`src/rtl/circle_pixel_rasterizer_assert.svh`:
```
// Assertion macros shared by the circle rasterizer RTL.
`ifndef CIRCLE_PIXEL_RASTERIZER_ASSERT_SVH
`define CIRCLE_PIXEL_RASTERIZER_ASSERT_SVH

// Same-cycle implication, checked outside reset.
`define CPR_ASSERT_IMP(label, clk, rst, ante, cons) \
  label: assert property (@(posedge clk) disable iff (rst) (ante) |-> (cons)) \
    else $error("circle rasterizer: same-cycle check failed");

// Next-cycle implication, checked outside reset.
`define CPR_ASSERT_NXT(label, clk, rst, ante, cons) \
  label: assert property (@(posedge clk) disable iff (rst) (ante) |=> (cons)) \
    else $error("circle rasterizer: next-cycle check failed");

`endif

```
`src/rtl/cpr_pkg.sv`:
```
// Types and constants shared by the circle rasterizer modules.
package cpr_pkg;

  localparam int CC_W     = 8;
  localparam int CR_W     = 9;
  localparam int RAD_W    = 8;
  localparam int NIB_W    = 4;
  localparam int COLOUR_W = 16;
  localparam int IDX_W    = 17;
  localparam int STEP_W   = 8;
  localparam int DEC_W    = 12;
  localparam int OCT_W    = 3;
  // covers any screen dimension up to 1024
  localparam int COORD_W  = 10;

  localparam logic [OCT_W-1:0] OCT_LAST = 3'd7;

  localparam int DEC_INIT    = 3;
  localparam int DEC_INC_NEG = 6;
  localparam int DEC_INC_POS = 10;

  typedef enum logic {
    FUNC_START   = 1'b0,
    FUNC_ADVANCE = 1'b1
  } func_t;

  typedef enum logic [1:0] {
    STAT_ACCEPT = 2'd0,
    STAT_REJECT = 2'd1,
    STAT_PIXEL  = 2'd2,
    STAT_IDLE   = 2'd3
  } status_t;

  // one classified transaction, front to back
  typedef struct packed {
    status_t              status;
    logic [COORD_W-1:0]   col;
    logic [COORD_W-1:0]   row;
    logic [COLOUR_W-1:0]  colour;
    logic                 last;
  } cmd_t;

endpackage

```
`src/rtl/cpr_fifo.sv`:
```
// Small register queue between the front and back of the rasterizer.
`include "circle_pixel_rasterizer_assert.svh"

module cpr_fifo #(
  parameter int DEPTH = 2
) (
  input  logic          clk,
  input  logic          rst,
  input  logic          wr,
  input  cpr_pkg::cmd_t wr_data,
  input  logic          rd,
  output cpr_pkg::cmd_t rd_data,
  output logic          full,
  output logic          empty
);
  import cpr_pkg::*;

  localparam int PTR_W = (DEPTH > 1) ? $clog2(DEPTH) : 1;
  localparam int CNT_W = $clog2(DEPTH + 1);

  cmd_t             mem [DEPTH];
  logic [PTR_W-1:0] wr_ptr;
  logic [PTR_W-1:0] rd_ptr;
  logic [CNT_W-1:0] count;

  assign full    = (count == CNT_W'(DEPTH));
  assign empty   = (count == '0);
  assign rd_data = mem[rd_ptr];

  always_ff @(posedge clk) begin
    if (wr) begin
      mem[wr_ptr] <= wr_data;
    end
  end

  always_ff @(posedge clk) begin
    if (rst) begin
      wr_ptr <= '0;
      rd_ptr <= '0;
      count  <= '0;
    end else begin
      if (wr) begin
        wr_ptr <= (wr_ptr == PTR_W'(DEPTH - 1)) ? '0 : wr_ptr + 1'b1;
      end
      if (rd) begin
        rd_ptr <= (rd_ptr == PTR_W'(DEPTH - 1)) ? '0 : rd_ptr + 1'b1;
      end
      if (wr && !rd) begin
        count <= count + 1'b1;
      end else if (rd && !wr) begin
        count <= count - 1'b1;
      end
    end
  end

  `CPR_ASSERT_IMP(a_no_overflow, clk, rst, wr, !full)
  `CPR_ASSERT_IMP(a_no_underflow, clk, rst, rd, !empty)
  `CPR_ASSERT_NXT(a_count_up, clk, rst, wr && !rd, count == $past(count) + 1'b1)

endmodule

```
`src/rtl/cpr_front.sv`:
```
// Front end: takes transactions, checks bounds, steps the midpoint circle.
`include "circle_pixel_rasterizer_assert.svh"

module cpr_front #(
  parameter int SCREEN_WIDTH  = 240,
  parameter int SCREEN_HEIGHT = 320
) (
  input  logic                        clk,
  input  logic                        rst,
  input  logic                        in_valid,
  input  logic                        func,
  input  logic [cpr_pkg::CC_W-1:0]    centre_col,
  input  logic [cpr_pkg::CR_W-1:0]    centre_row,
  input  logic [cpr_pkg::RAD_W-1:0]   radius,
  input  logic [cpr_pkg::NIB_W-1:0]   alpha_nibble,
  input  logic [cpr_pkg::NIB_W-1:0]   red_nibble,
  input  logic [cpr_pkg::NIB_W-1:0]   green_nibble,
  input  logic [cpr_pkg::NIB_W-1:0]   blue_nibble,
  output logic                        cmd_valid,
  output cpr_pkg::cmd_t               cmd
);
  import cpr_pkg::*;

  // extra-bit width for unsigned bound checks and signed pixel coordinates
  localparam int CHK_W = COORD_W + 1;
  localparam int XY_W  = STEP_W + 1;

  logic                    active;
  logic [CC_W-1:0]         centre_col_reg;
  logic [CR_W-1:0]         centre_row_reg;
  logic [STEP_W-1:0]       step_x;
  logic [STEP_W-1:0]       step_y;
  logic signed [DEC_W-1:0] decision;
  logic [OCT_W-1:0]        octant;
  logic [COLOUR_W-1:0]     colour_reg;

  logic                    reject;
  logic [COLOUR_W-1:0]     colour_in;
  logic [CHK_W-1:0]        cc_u, cr_u, r_u;
  logic signed [CHK_W-1:0] cc_s, cr_s, x_s, y_s, col_s, row_s;
  logic signed [DEC_W-1:0] x_d, y_d, decision_next;
  logic [STEP_W-1:0]       step_y_next;
  logic signed [XY_W-1:0]  x9_next, y9_next;
  logic                    y_down;
  logic                    circle_done;

  always_comb begin
    cc_u      = CHK_W'(centre_col);
    cr_u      = CHK_W'(centre_row);
    r_u       = CHK_W'(radius);
    reject    = (cc_u < r_u) || (cc_u + r_u > CHK_W'(SCREEN_WIDTH - 1)) ||
                (cr_u < r_u) || (cr_u + r_u > CHK_W'(SCREEN_HEIGHT - 1));
    colour_in = {alpha_nibble, red_nibble, green_nibble, blue_nibble};

    cc_s = $signed(CHK_W'(centre_col_reg));
    cr_s = $signed(CHK_W'(centre_row_reg));
    x_s  = $signed(CHK_W'(step_x));
    y_s  = $signed(CHK_W'(step_y));
    unique case (octant)
      3'd0:    begin col_s = cc_s + x_s; row_s = cr_s + y_s; end
      3'd1:    begin col_s = cc_s - x_s; row_s = cr_s + y_s; end
      3'd2:    begin col_s = cc_s + x_s; row_s = cr_s - y_s; end
      3'd3:    begin col_s = cc_s - x_s; row_s = cr_s - y_s; end
      3'd4:    begin col_s = cc_s + y_s; row_s = cr_s + x_s; end
      3'd5:    begin col_s = cc_s - y_s; row_s = cr_s + x_s; end
      3'd6:    begin col_s = cc_s + y_s; row_s = cr_s - x_s; end
      default: begin col_s = cc_s - y_s; row_s = cr_s - x_s; end
    endcase

    // decision update at the end of an iteration
    x_d    = $signed(DEC_W'(step_x));
    y_d    = $signed(DEC_W'(step_y));
    y_down = !decision[DEC_W-1];
    if (y_down) begin
      decision_next = decision + ((x_d - y_d) <<< 2) + DEC_W'(DEC_INC_POS);
      step_y_next   = step_y - 1'b1;
    end else begin
      decision_next = decision + (x_d <<< 2) + DEC_W'(DEC_INC_NEG);
      step_y_next   = step_y;
    end
    // y may pass below zero on a zero radius: compare with a sign bit
    x9_next     = $signed(XY_W'(step_x)) + XY_W'(1);
    y9_next     = $signed(XY_W'(step_y)) - XY_W'(y_down);
    circle_done = (x9_next > y9_next);

    cmd_valid = in_valid;
    cmd       = '0;
    if (func == FUNC_START) begin
      if (reject) begin
        cmd.status = STAT_REJECT;
      end else begin
        cmd.status = STAT_ACCEPT;
        cmd.colour = colour_in;
      end
    end else if (!active) begin
      cmd.status = STAT_IDLE;
    end else begin
      cmd.status = STAT_PIXEL;
      cmd.col    = col_s[CHK_W-1] ? '0 : col_s[COORD_W-1:0];
      cmd.row    = row_s[CHK_W-1] ? '0 : row_s[COORD_W-1:0];
      cmd.colour = colour_reg;
      cmd.last   = (octant == OCT_LAST) && circle_done;
    end
  end

  always_ff @(posedge clk) begin
    if (rst) begin
      active <= 1'b0;
      octant <= '0;
    end else if (in_valid) begin
      if (func == FUNC_START) begin
        active <= !reject;
        octant <= '0;
      end else if (active) begin
        if (octant == OCT_LAST) begin
          octant <= '0;
          if (circle_done) begin
            active <= 1'b0;
          end
        end else begin
          octant <= octant + 1'b1;
        end
      end
    end
  end

  always_ff @(posedge clk) begin
    if (in_valid) begin
      if (func == FUNC_START) begin
        if (!reject) begin
          centre_col_reg <= centre_col;
          centre_row_reg <= centre_row;
          colour_reg     <= colour_in;
          step_x         <= '0;
          step_y         <= radius;
          decision       <= DEC_W'(DEC_INIT) - (DEC_W'(radius) <<< 1);
        end
      end else if (active && octant == OCT_LAST) begin
        decision <= decision_next;
        step_y   <= step_y_next;
        step_x   <= step_x + 1'b1;
      end
    end
  end

  `CPR_ASSERT_NXT(a_last_ends, clk, rst, cmd_valid && cmd.last, !active)
  `CPR_ASSERT_NXT(a_reject_idle, clk, rst, cmd_valid && cmd.status == STAT_REJECT, !active)
  `CPR_ASSERT_IMP(a_x_le_y, clk, rst, active, step_x <= step_y)

endmodule

```
`src/rtl/cpr_back.sv`:
```
// Back end: turns coordinates into a framebuffer index and holds the result.
module cpr_back #(
  parameter int SCREEN_WIDTH = 240
) (
  input  logic                          clk,
  input  logic                          rst,
  input  logic                          cmd_valid,
  input  cpr_pkg::cmd_t                 cmd,
  output logic                          cmd_take,
  input  logic                          pop,
  output logic                          empty,
  output logic [1:0]                    status,
  output logic [cpr_pkg::IDX_W-1:0]     pixel_index,
  output logic [cpr_pkg::COLOUR_W-1:0]  pixel_colour,
  output logic                          last_pixel
);
  import cpr_pkg::*;

  localparam int PROD_W = COORD_W + $clog2(SCREEN_WIDTH + 1) + 1;
  localparam int MUL_W  = (PROD_W > IDX_W) ? PROD_W : IDX_W;

  logic             out_valid;
  logic [MUL_W-1:0] index_full;

  assign index_full = MUL_W'(cmd.row) * MUL_W'(SCREEN_WIDTH) + MUL_W'(cmd.col);
  assign cmd_take   = cmd_valid && (!out_valid || pop);
  assign empty      = !out_valid;

  always_ff @(posedge clk) begin
    if (rst) begin
      out_valid <= 1'b0;
    end else if (cmd_take) begin
      out_valid <= 1'b1;
    end else if (pop) begin
      out_valid <= 1'b0;
    end
  end

  always_ff @(posedge clk) begin
    if (cmd_take) begin
      status       <= cmd.status;
      pixel_index  <= index_full[IDX_W-1:0];
      pixel_colour <= cmd.colour;
      last_pixel   <= cmd.last;
    end
  end

endmodule

```
`src/rtl/circle_pixel_rasterizer.sv`:
```
// Top level of the midpoint circle pixel rasterizer.
//
//  channel  | handshake          | payload
//  ---------+--------------------+----------------------------------------------
//  input    | push / full        | func, centre_col, centre_row, radius, nibbles
//  result   | pop / empty        | status, pixel_index, pixel_colour, last_pixel
//
// One transaction in, one result out; a new transaction is taken every cycle
// while the queue is not full. The front stage steps the circle state at
// accept and writes a queue; the back stage multiplies row by screen width
// into the result register. The front-to-back queue holds two entries.
// Reset (rst, synchronous) empties the queue and the result register and
// drops any running circle. A stalled result only fills the queue; full
// rises once both entries wait.
module circle_pixel_rasterizer #(
  parameter int SCREEN_WIDTH  = 240,
  parameter int SCREEN_HEIGHT = 320
) (
  input  logic                          clk,
  input  logic                          rst,
  input  logic                          push,
  output logic                          full,
  input  logic                          func,
  input  logic [cpr_pkg::CC_W-1:0]      centre_col,
  input  logic [cpr_pkg::CR_W-1:0]      centre_row,
  input  logic [cpr_pkg::RAD_W-1:0]     radius,
  input  logic [cpr_pkg::NIB_W-1:0]     alpha_nibble,
  input  logic [cpr_pkg::NIB_W-1:0]     red_nibble,
  input  logic [cpr_pkg::NIB_W-1:0]     green_nibble,
  input  logic [cpr_pkg::NIB_W-1:0]     blue_nibble,
  output logic                          empty,
  input  logic                          pop,
  output logic [1:0]                    status,
  output logic [cpr_pkg::IDX_W-1:0]     pixel_index,
  output logic [cpr_pkg::COLOUR_W-1:0]  pixel_colour,
  output logic                          last_pixel
);
  import cpr_pkg::*;

  logic accept;
  logic cmd_valid;
  cmd_t cmd;
  logic q_empty;
  logic q_take;
  cmd_t q_head;

  // a transaction is taken whenever the queue has room
  assign accept = push && !full;

  // classify and step the circle state
  cpr_front #(
    .SCREEN_WIDTH  (SCREEN_WIDTH),
    .SCREEN_HEIGHT (SCREEN_HEIGHT)
  ) u_front (
    .clk          (clk),
    .rst          (rst),
    .in_valid     (accept),
    .func         (func),
    .centre_col   (centre_col),
    .centre_row   (centre_row),
    .radius       (radius),
    .alpha_nibble (alpha_nibble),
    .red_nibble   (red_nibble),
    .green_nibble (green_nibble),
    .blue_nibble  (blue_nibble),
    .cmd_valid    (cmd_valid),
    .cmd          (cmd)
  );

  // decouples the front from a stalled result port
  cpr_fifo #(
    .DEPTH (2)
  ) u_fifo (
    .clk     (clk),
    .rst     (rst),
    .wr      (cmd_valid),
    .wr_data (cmd),
    .rd      (q_take),
    .rd_data (q_head),
    .full    (full),
    .empty   (q_empty)
  );

  // index arithmetic and result register
  cpr_back #(
    .SCREEN_WIDTH (SCREEN_WIDTH)
  ) u_back (
    .clk          (clk),
    .rst          (rst),
    .cmd_valid    (!q_empty),
    .cmd          (q_head),
    .cmd_take     (q_take),
    .pop          (pop),
    .empty        (empty),
    .status       (status),
    .pixel_index  (pixel_index),
    .pixel_colour (pixel_colour),
    .last_pixel   (last_pixel)
  );

endmodule
```
`config.mk`:
```
export PLATFORM = sky130hd
export DESIGN_NAME = circle_pixel_rasterizer
export DESIGN_NICKNAME = d
export VERILOG_FILES = /design/src/rtl/cpr_pkg.sv /design/src/rtl/cpr_fifo.sv /design/src/rtl/cpr_front.sv /design/src/rtl/cpr_back.sv /design/src/rtl/circle_pixel_rasterizer.sv
export VERILOG_INCLUDE_DIRS = /design/src /design/src/rtl
export SDC_FILE = /design/constraint.sdc
export NUM_CORES = 1
export LEC_CHECK = 0
export BUFFER_PORTS_ARGS = -buffer_cell sky130_fd_sc_hd__buf_2
export CAP_MARGIN = 20
export CORE_MARGIN = 4
export CORE_UTILIZATION = 55
export DETAILED_ROUTE_END_ITERATION = 10
export PLACE_DENSITY_LB_ADDON = 0.2
export SYNTH_ARGS = -nofsm -noshare
export SYNTH_HDL_FRONTEND = slang
export SYNTH_SLANG_ARGS = --single-unit
```
`constraint.sdc`:
```
create_clock -name clk -period 6.6 [get_ports clk]
set_input_delay 0.99 -clock clk [delete_from_list [all_inputs] [get_ports clk]]
set_output_delay 0.99 -clock clk [all_outputs]
set_load 0.01 [all_outputs]
```
* After elaboration in Yosys (flattened, before gate mapping)
Memory sizes are Yosys's and may differ from the RTL's. A register that Yosys moved wholly into a read port is not among the register bits.
Cells that the tools add are included.
** Storage, ports and cells
- Memories kept :: 1
- Output and inout bits :: 38
- Word-level logic and storage cells :: 134
- Register bits after elaboration :: 106
- Bits in writable memories :: 78
** Memory list
- u_fifo.mem :: words 2, width 39, rd ports 1, clocked after Yosys merged registers in 1, wr ports 1, RTL line cpr_fifo.sv:21 : cmd_t mem [DEPTH];
** Operators by class
- $lt $le $gt $ge :: 5
- Add/sub/neg operators :: 26
- Reduce and logical (&&, ||, !) cells :: 31
- Equality and inequality tests :: 12
- Bitwise gates (word level) :: 2
- Multiply operators :: 1
- Multiplexer cells :: 40
** Operator list (number)
- 11-bit one-hot mux with 3 select lines :: 2
- 8-bit two-way mux :: 7
- 12-bit two-way mux :: 4
- 37-bit two-way mux :: 1
- 16-bit two-way mux :: 2
- 9-bit by 8-bit adder with 10-bit output :: 3
- 8-bit by 8-bit adder with 9-bit output :: 3
- 8-bit by 8-bit subtractor with 9-bit output :: 3
- 10-bit two-way mux :: 2
- 20-bit two-way mux :: 1
- 9-bit by 8-bit subtractor with 10-bit output :: 2
- 17-bit by 10-bit adder with 17-bit output :: 1
- 1-bit two-way mux :: 15
- 10-bit by 4-bit multiplier with 13-bit output (second input constant) :: 1
- 12-bit by 11-bit adder with 12-bit output :: 1
- 12-bit adder :: 1
- 12-bit by 4-bit adder with 12-bit output (second input constant) :: 1
- 12-bit by 5-bit adder with 12-bit output (second input constant) :: 1
- 3-bit == test (second input constant) :: 4
- 2-bit OR reduction :: 6
- 11-bit by 8-bit > comparator with 1-bit output (second input constant) :: 1
- 11-bit by 9-bit > comparator with 1-bit output (second input constant) :: 1
- 2-bit by 9-bit subtractor with 10-bit output (first input constant) :: 1
- 8-bit by 1-bit adder with 9-bit output (second input constant) :: 1
- 27 further kinds :: 52

* Depth between registers and ports, before layout
- Depth in word-level cells :: 7
- Gate-level depth with buffers :: 17

* Cells and area by module
A second synthesis with hierarchy kept.
** Unflattened totals
- Cell total of the unflattened synthesis :: 1218
- Area total of the unflattened synthesis :: 13182.6 µm²
** Modules (own cells, without submodules)
- cpr_front :: instances 1, sequential area each 1881.8 µm², area each 7704.9 µm², cells each 873
- cpr_fifo :: instances 1, sequential area each 2442.3 µm², area each 3017.9 µm², cells each 143
- cpr_back :: instances 1, sequential area each 1101.1 µm², area each 2442.3 µm², cells each 200
- circle_pixel_rasterizer :: instances 1, sequential area each 0.0 µm², area each 17.5 µm², cells each 2

* Worst setup path after synthesis
Ideal clock, no wire load.
- Path kind :: reg-to-reg
- From :: register (tool-made name)
- To :: register u_back.pixel_index[16] (netlist name) (data pin)
- Data required time :: 6.340 ns
- Setup slack :: 2.035 ns
- Path buffers :: 2
- Arrival :: 4.305 ns
- Stages on the path, launching flop included :: 15
- Cell sequence :: dfxtp_1 clkbuf_1 clkbuf_1 mux2i_1 fa_1 fa_1 inv_1 ha_1 nor2b_1 o31a_1 a2111oi_2 nor2b_1 nand3_1 nor3_1 xnor2_1
** RTL lines
- to (signal assigned) :: RTL line cpr_back.sv:42 : pixel_index <= index_full[IDX_W-1:0];
- to (decl) :: RTL line cpr_back.sv:13 : output logic [cpr_pkg::IDX_W-1:0] pixel_index,

==> qor.txt <==
Non-Filler Cell Area, Final -> 14460 sq um
Critical R2R Capture -> u_back.pixel_index[16]
Async S/R FF share, synth -> 0%
worst min-delay path category -> flip-flop to flip-flop
setup clock skew after layout -> 0.01611 ns
share of final-layout standard cells stronger than drive strength 1 -> 14.10%
number of global-route vias before repair -> 9198
number of maximum-capacitance constraint violations -> 0
largest registers -> u_fifo.mem x76, u_back.pixel_index x17
routing layer with the top usage in global route -> met2
global-route wire length before repair -> 47.29 mm
area of the core -> 23400 sq um
FF+latch count, synth -> 182
# DRC -> 0
global-route congestion overflow total -> 0
drt initial violations -> 687
max-slew violation total from the final report -> 0
critical path fanouts, max -> 38
Max Root-Sink Buffers -> 2
category of the worst setup path capture point -> flip-flop
Arrival @ worst endpoint -> 5.01 ns
Post-synth EDFFs -> 172
flip-flop count of the largest register after layout -> 76
Die Span X -> 162.1 um
Cell Area, Placed -> 13830 sq um
number of sinks handled by clock tree synthesis -> 182
cell count after synthesis -> 1205
total design power -> 5.676 mW
standard-cell row count -> 56
Antenna Nets Post-Route -> 0
Post-CTS Hold Fix Bufs -> 0
Routed WL -> 29.63 mm
area of the die -> 26260 sq um
fin util -> 61.78%
Setup TNS Final -> 0 ns
Crit Path Class -> flip-flop to flip-flop
slowest library cell on the worst path -> sky130_fd_sc_hd__dfxtp_2
number of cells on the worst hold path -> 2
Vert. Die Dim -> 162.1 um
cell occurring most often along the worst timing path -> sky130_fd_sc_hd__fa_1
worst-case reg-to-reg path depth -> 12
hold path endpoint -> u_back.out_valid
Largest stage delay, worst path -> 0.98 ns
ports placed on the boundary -> 84
maximum ir drop on the vdd rail -> 0.0003701 V
number of CTS-inserted buffers -> 17
CTS clk-pin slew, worst paths -> 0.08 ns
Rel. slew slack -> 34.18%
Syn Nets -> 1444
port bufs -> 83
clock latency on the worst-skew pair -> 0.44 ns
register area share after synthesis -> 41.10%
global routing usage on met2 -> 37.27%
GRT Resource Usage Total -> 22.74%
Worst Hold Margin -> 0.5055 ns
Most used DFF post-synth -> sky130_fd_sc_hd__edfxtp_1
net total in the final layout -> 1531
crit path cell chain -> mux2i_1 > inv_1 > fa_1 > fa_1 > ha_1 > a211oi_1 > o21ai_0 > a31o_2 > a21oi_1 > xor2_1 > nor3_1 > xnor2_1
GP Congestion -> 0.9545
status -> complete, no violations
RSZ-0062 raised after global routing -> false
Mean Syn Cell Area -> 10.83 sq um
met1 capacity usage during global routing -> 30.70%
number of warnings printed during yosys synthesis -> 0
Syn-to-layout area delta -> 10.76%
startpoint type of the worst setup path -> flip-flop
Largest Register -> u_fifo.mem
final-report hold violation count -> 0
# H-tree levels -> 4
# resized after CTS -> 0
Vias -> 9312
largest net degree at the start of global routing -> 45
setup-violating endpoint count in the final report -> 0
number of unique standard cell types used by synthesis -> 72
GR Layer Usage met3 -> 4.111%
Critical Path RT -> 6.79 ns
Largest delay share family, worst path -> adder cells
final period utilization -> 73.03%
DR vias/cell -> 5.734
Initial Utilization -> 55.78%
R2R Setup Slk -> 1.78 ns
buffers inserted during post-CTS setup optimization -> 0
achievable frequency -> 207.5 MHz
drt first pass iters -> 5
Clock Root Buffer -> sky130_fd_sc_hd__clkbuf_16
wire length per cell -> 18.24 um
buffering stage count on the worst path with inverters included -> 1
PwrDens -> 392.6 nW/um^2
crit path time final -> 4.820 ns
min-delay src -> u_back.out_valid
worst-margin pin slew -> 0.9872 ns
Diodes inserted -> 0
initial antenna violation count -> 0
area of the mapped netlist -> 13050 sq um
leakage power -> 5.982 nW
HPWL after detailed placement -> 22.47 mm
TritonCTS clock tree -> yes
[cells by family (layout without fill, tap and decap cells)]
| family | after synthesis | in the layout | share of synthesized area [%] |
|---|---|---|---|
| simple gates | 284 | 284 | 10.56 |
| compound gates | 285 | 285 | 14.45 |
| xor+xnor | 96 | 96 | 6.441 |
| flops | 182 | 182 | 41.10 |
| mux | 43 | 43 | 3.585 |
| buf+inv | 122 | 222 | 3.690 |
| fa+ha+maj | 193 | 193 | 20.17 |
[synth_stat cells, drive strengths merged (3+ instances only)]
library cell,n,area [sq um]
clkbuf,18,67.56
a211o,6,52.55
a2111oi,4,47.55
inv,101,379.1
o21a,10,75.07
or3,8,50.05
o21ai,72,360.3
or2,8,50.05
nor3,19,95.09
fa,29,580.6
o31ai,7,52.55
a21oi,74,370.4
o22ai,6,37.54
nand2b,18,120.1
edfxtp,172,5165
o2111ai,3,32.53
mux2,30,337.8
o211ai,9,67.56
o41ai,3,33.79
nand2,68,255.2
nor2,91,341.6
a22o,16,150.1
xor2,23,201.4
nor4,8,50.05
and3,4,25.02
a22oi,8,60.06
dfxtp,10,200.2
a32oi,3,26.28
buf,3,35.03
a211oi,10,80.07
and2,11,68.82
a31oi,4,25.02
nand4,6,37.54
nor2b,22,140.1
nand3,13,65.06
ha,164,2052
o21bai,6,45.04
a21o,23,172.7
xnor2,73,639.4
mux2i,13,130.1
[worst reg2reg max path: stages (launching register included)]
cell and delay (ns):
sky130_fd_sc_hd__dfxtp_2 0.98, sky130_fd_sc_hd__mux2i_1 0.47, sky130_fd_sc_hd__inv_1 0.15, sky130_fd_sc_hd__fa_1 0.61, sky130_fd_sc_hd__fa_1 0.44, sky130_fd_sc_hd__ha_1 0.31, sky130_fd_sc_hd__a211oi_1 0.44, sky130_fd_sc_hd__o21ai_0 0.24
sky130_fd_sc_hd__a31o_2 0.28, sky130_fd_sc_hd__a21oi_1 0.18, sky130_fd_sc_hd__xor2_1 0.25, sky130_fd_sc_hd__nor3_1 0.10, sky130_fd_sc_hd__xnor2_1 0.12
[cells in the final DEF (no fill, tap or decap), types with 4 or more instances in the layout]
cell type,count
sky130_fd_sc_hd__fa_1,29
sky130_fd_sc_hd__nand3_1,13
sky130_fd_sc_hd__a21oi_1,73
sky130_fd_sc_hd__clkinv_8,5
sky130_fd_sc_hd__clkbuf_16,17
sky130_fd_sc_hd__nand2_1,68
sky130_fd_sc_hd__and2_1,11
sky130_fd_sc_hd__xnor2_1,73
sky130_fd_sc_hd__buf_4,6
sky130_fd_sc_hd__nor4_1,8
sky130_fd_sc_hd__nand2b_1,17
sky130_fd_sc_hd__o211ai_1,9
sky130_fd_sc_hd__a31oi_1,4
sky130_fd_sc_hd__a22o_1,8
sky130_fd_sc_hd__nand4_1,6
sky130_fd_sc_hd__o21bai_1,6
sky130_fd_sc_hd__o21ai_0,70
sky130_fd_sc_hd__a21o_1,23
sky130_fd_sc_hd__inv_12,4
sky130_fd_sc_hd__o31ai_1,7
sky130_fd_sc_hd__a22oi_1,8
sky130_fd_sc_hd__a22o_2,8
sky130_fd_sc_hd__a211oi_1,9
sky130_fd_sc_hd__nor2_1,89
sky130_fd_sc_hd__o22ai_1,6
sky130_fd_sc_hd__dfxtp_1,9
sky130_fd_sc_hd__mux2i_1,13
sky130_fd_sc_hd__nor3_1,19
sky130_fd_sc_hd__buf_2,83
sky130_fd_sc_hd__o21a_1,10
sky130_fd_sc_hd__inv_1,101
sky130_fd_sc_hd__or3_1,8
sky130_fd_sc_hd__a211o_1,6
sky130_fd_sc_hd__ha_1,164
sky130_fd_sc_hd__mux2_2,30
sky130_fd_sc_hd__nor2b_1,21
sky130_fd_sc_hd__edfxtp_1,172
sky130_fd_sc_hd__or2_2,7
sky130_fd_sc_hd__xor2_1,23
[worst max path at each step]
stage | startpoint | end | slack (ns) | cells past startpoint
after CTS | flip-flop | u_back.pixel_index[16] | 1.73 | 12
after global placement | flip-flop | u_back.pixel_index[16] | 1.89 | 12
after floorplan | flip-flop | u_back.pixel_index[16] | 2.04 | 14
final | flip-flop | u_back.pixel_index[16] | 1.78 | 12
after detailed placement | flip-flop | u_back.pixel_index[16] | 1.74 | 12
after global routing | flip-flop | u_back.pixel_index[16] | 1.48 | 12
[area by class of cell]
type	count	area, sq um
timing repair buffer	89	460.4
clock buffer	17	425.4
clock inverter	15	206.4
tap	319	399.1
sequential	182	5366
inverter	101	379.1
multi-input combinational	901	7222
fill	1918	8944
[routing by layer]
metal  wire (um)  vias up
met5           0        -
met3        1694       43
met4         899        0
met2       13970      263
met1       13060     4425
li1            -     4581
[report_power, final]
group	internal [mW]	switching (mW)	leakage (nW)
registers	1.66	0.0975	1.70
clock network	0.529	0.536	0.304
logic	1.26	1.59	3.98
total	3.45	2.22	5.98
[per-stage QoR]
stage                     std cells  setup slack [ns]
final                          1624             1.780
after global routing           1624             1.479
after CTS                      1624             1.732
after detailed placement       1592             1.745
after global placement         1592             1.887
after floorplan                1205             2.035
Power figures use the tool's default switching activity.
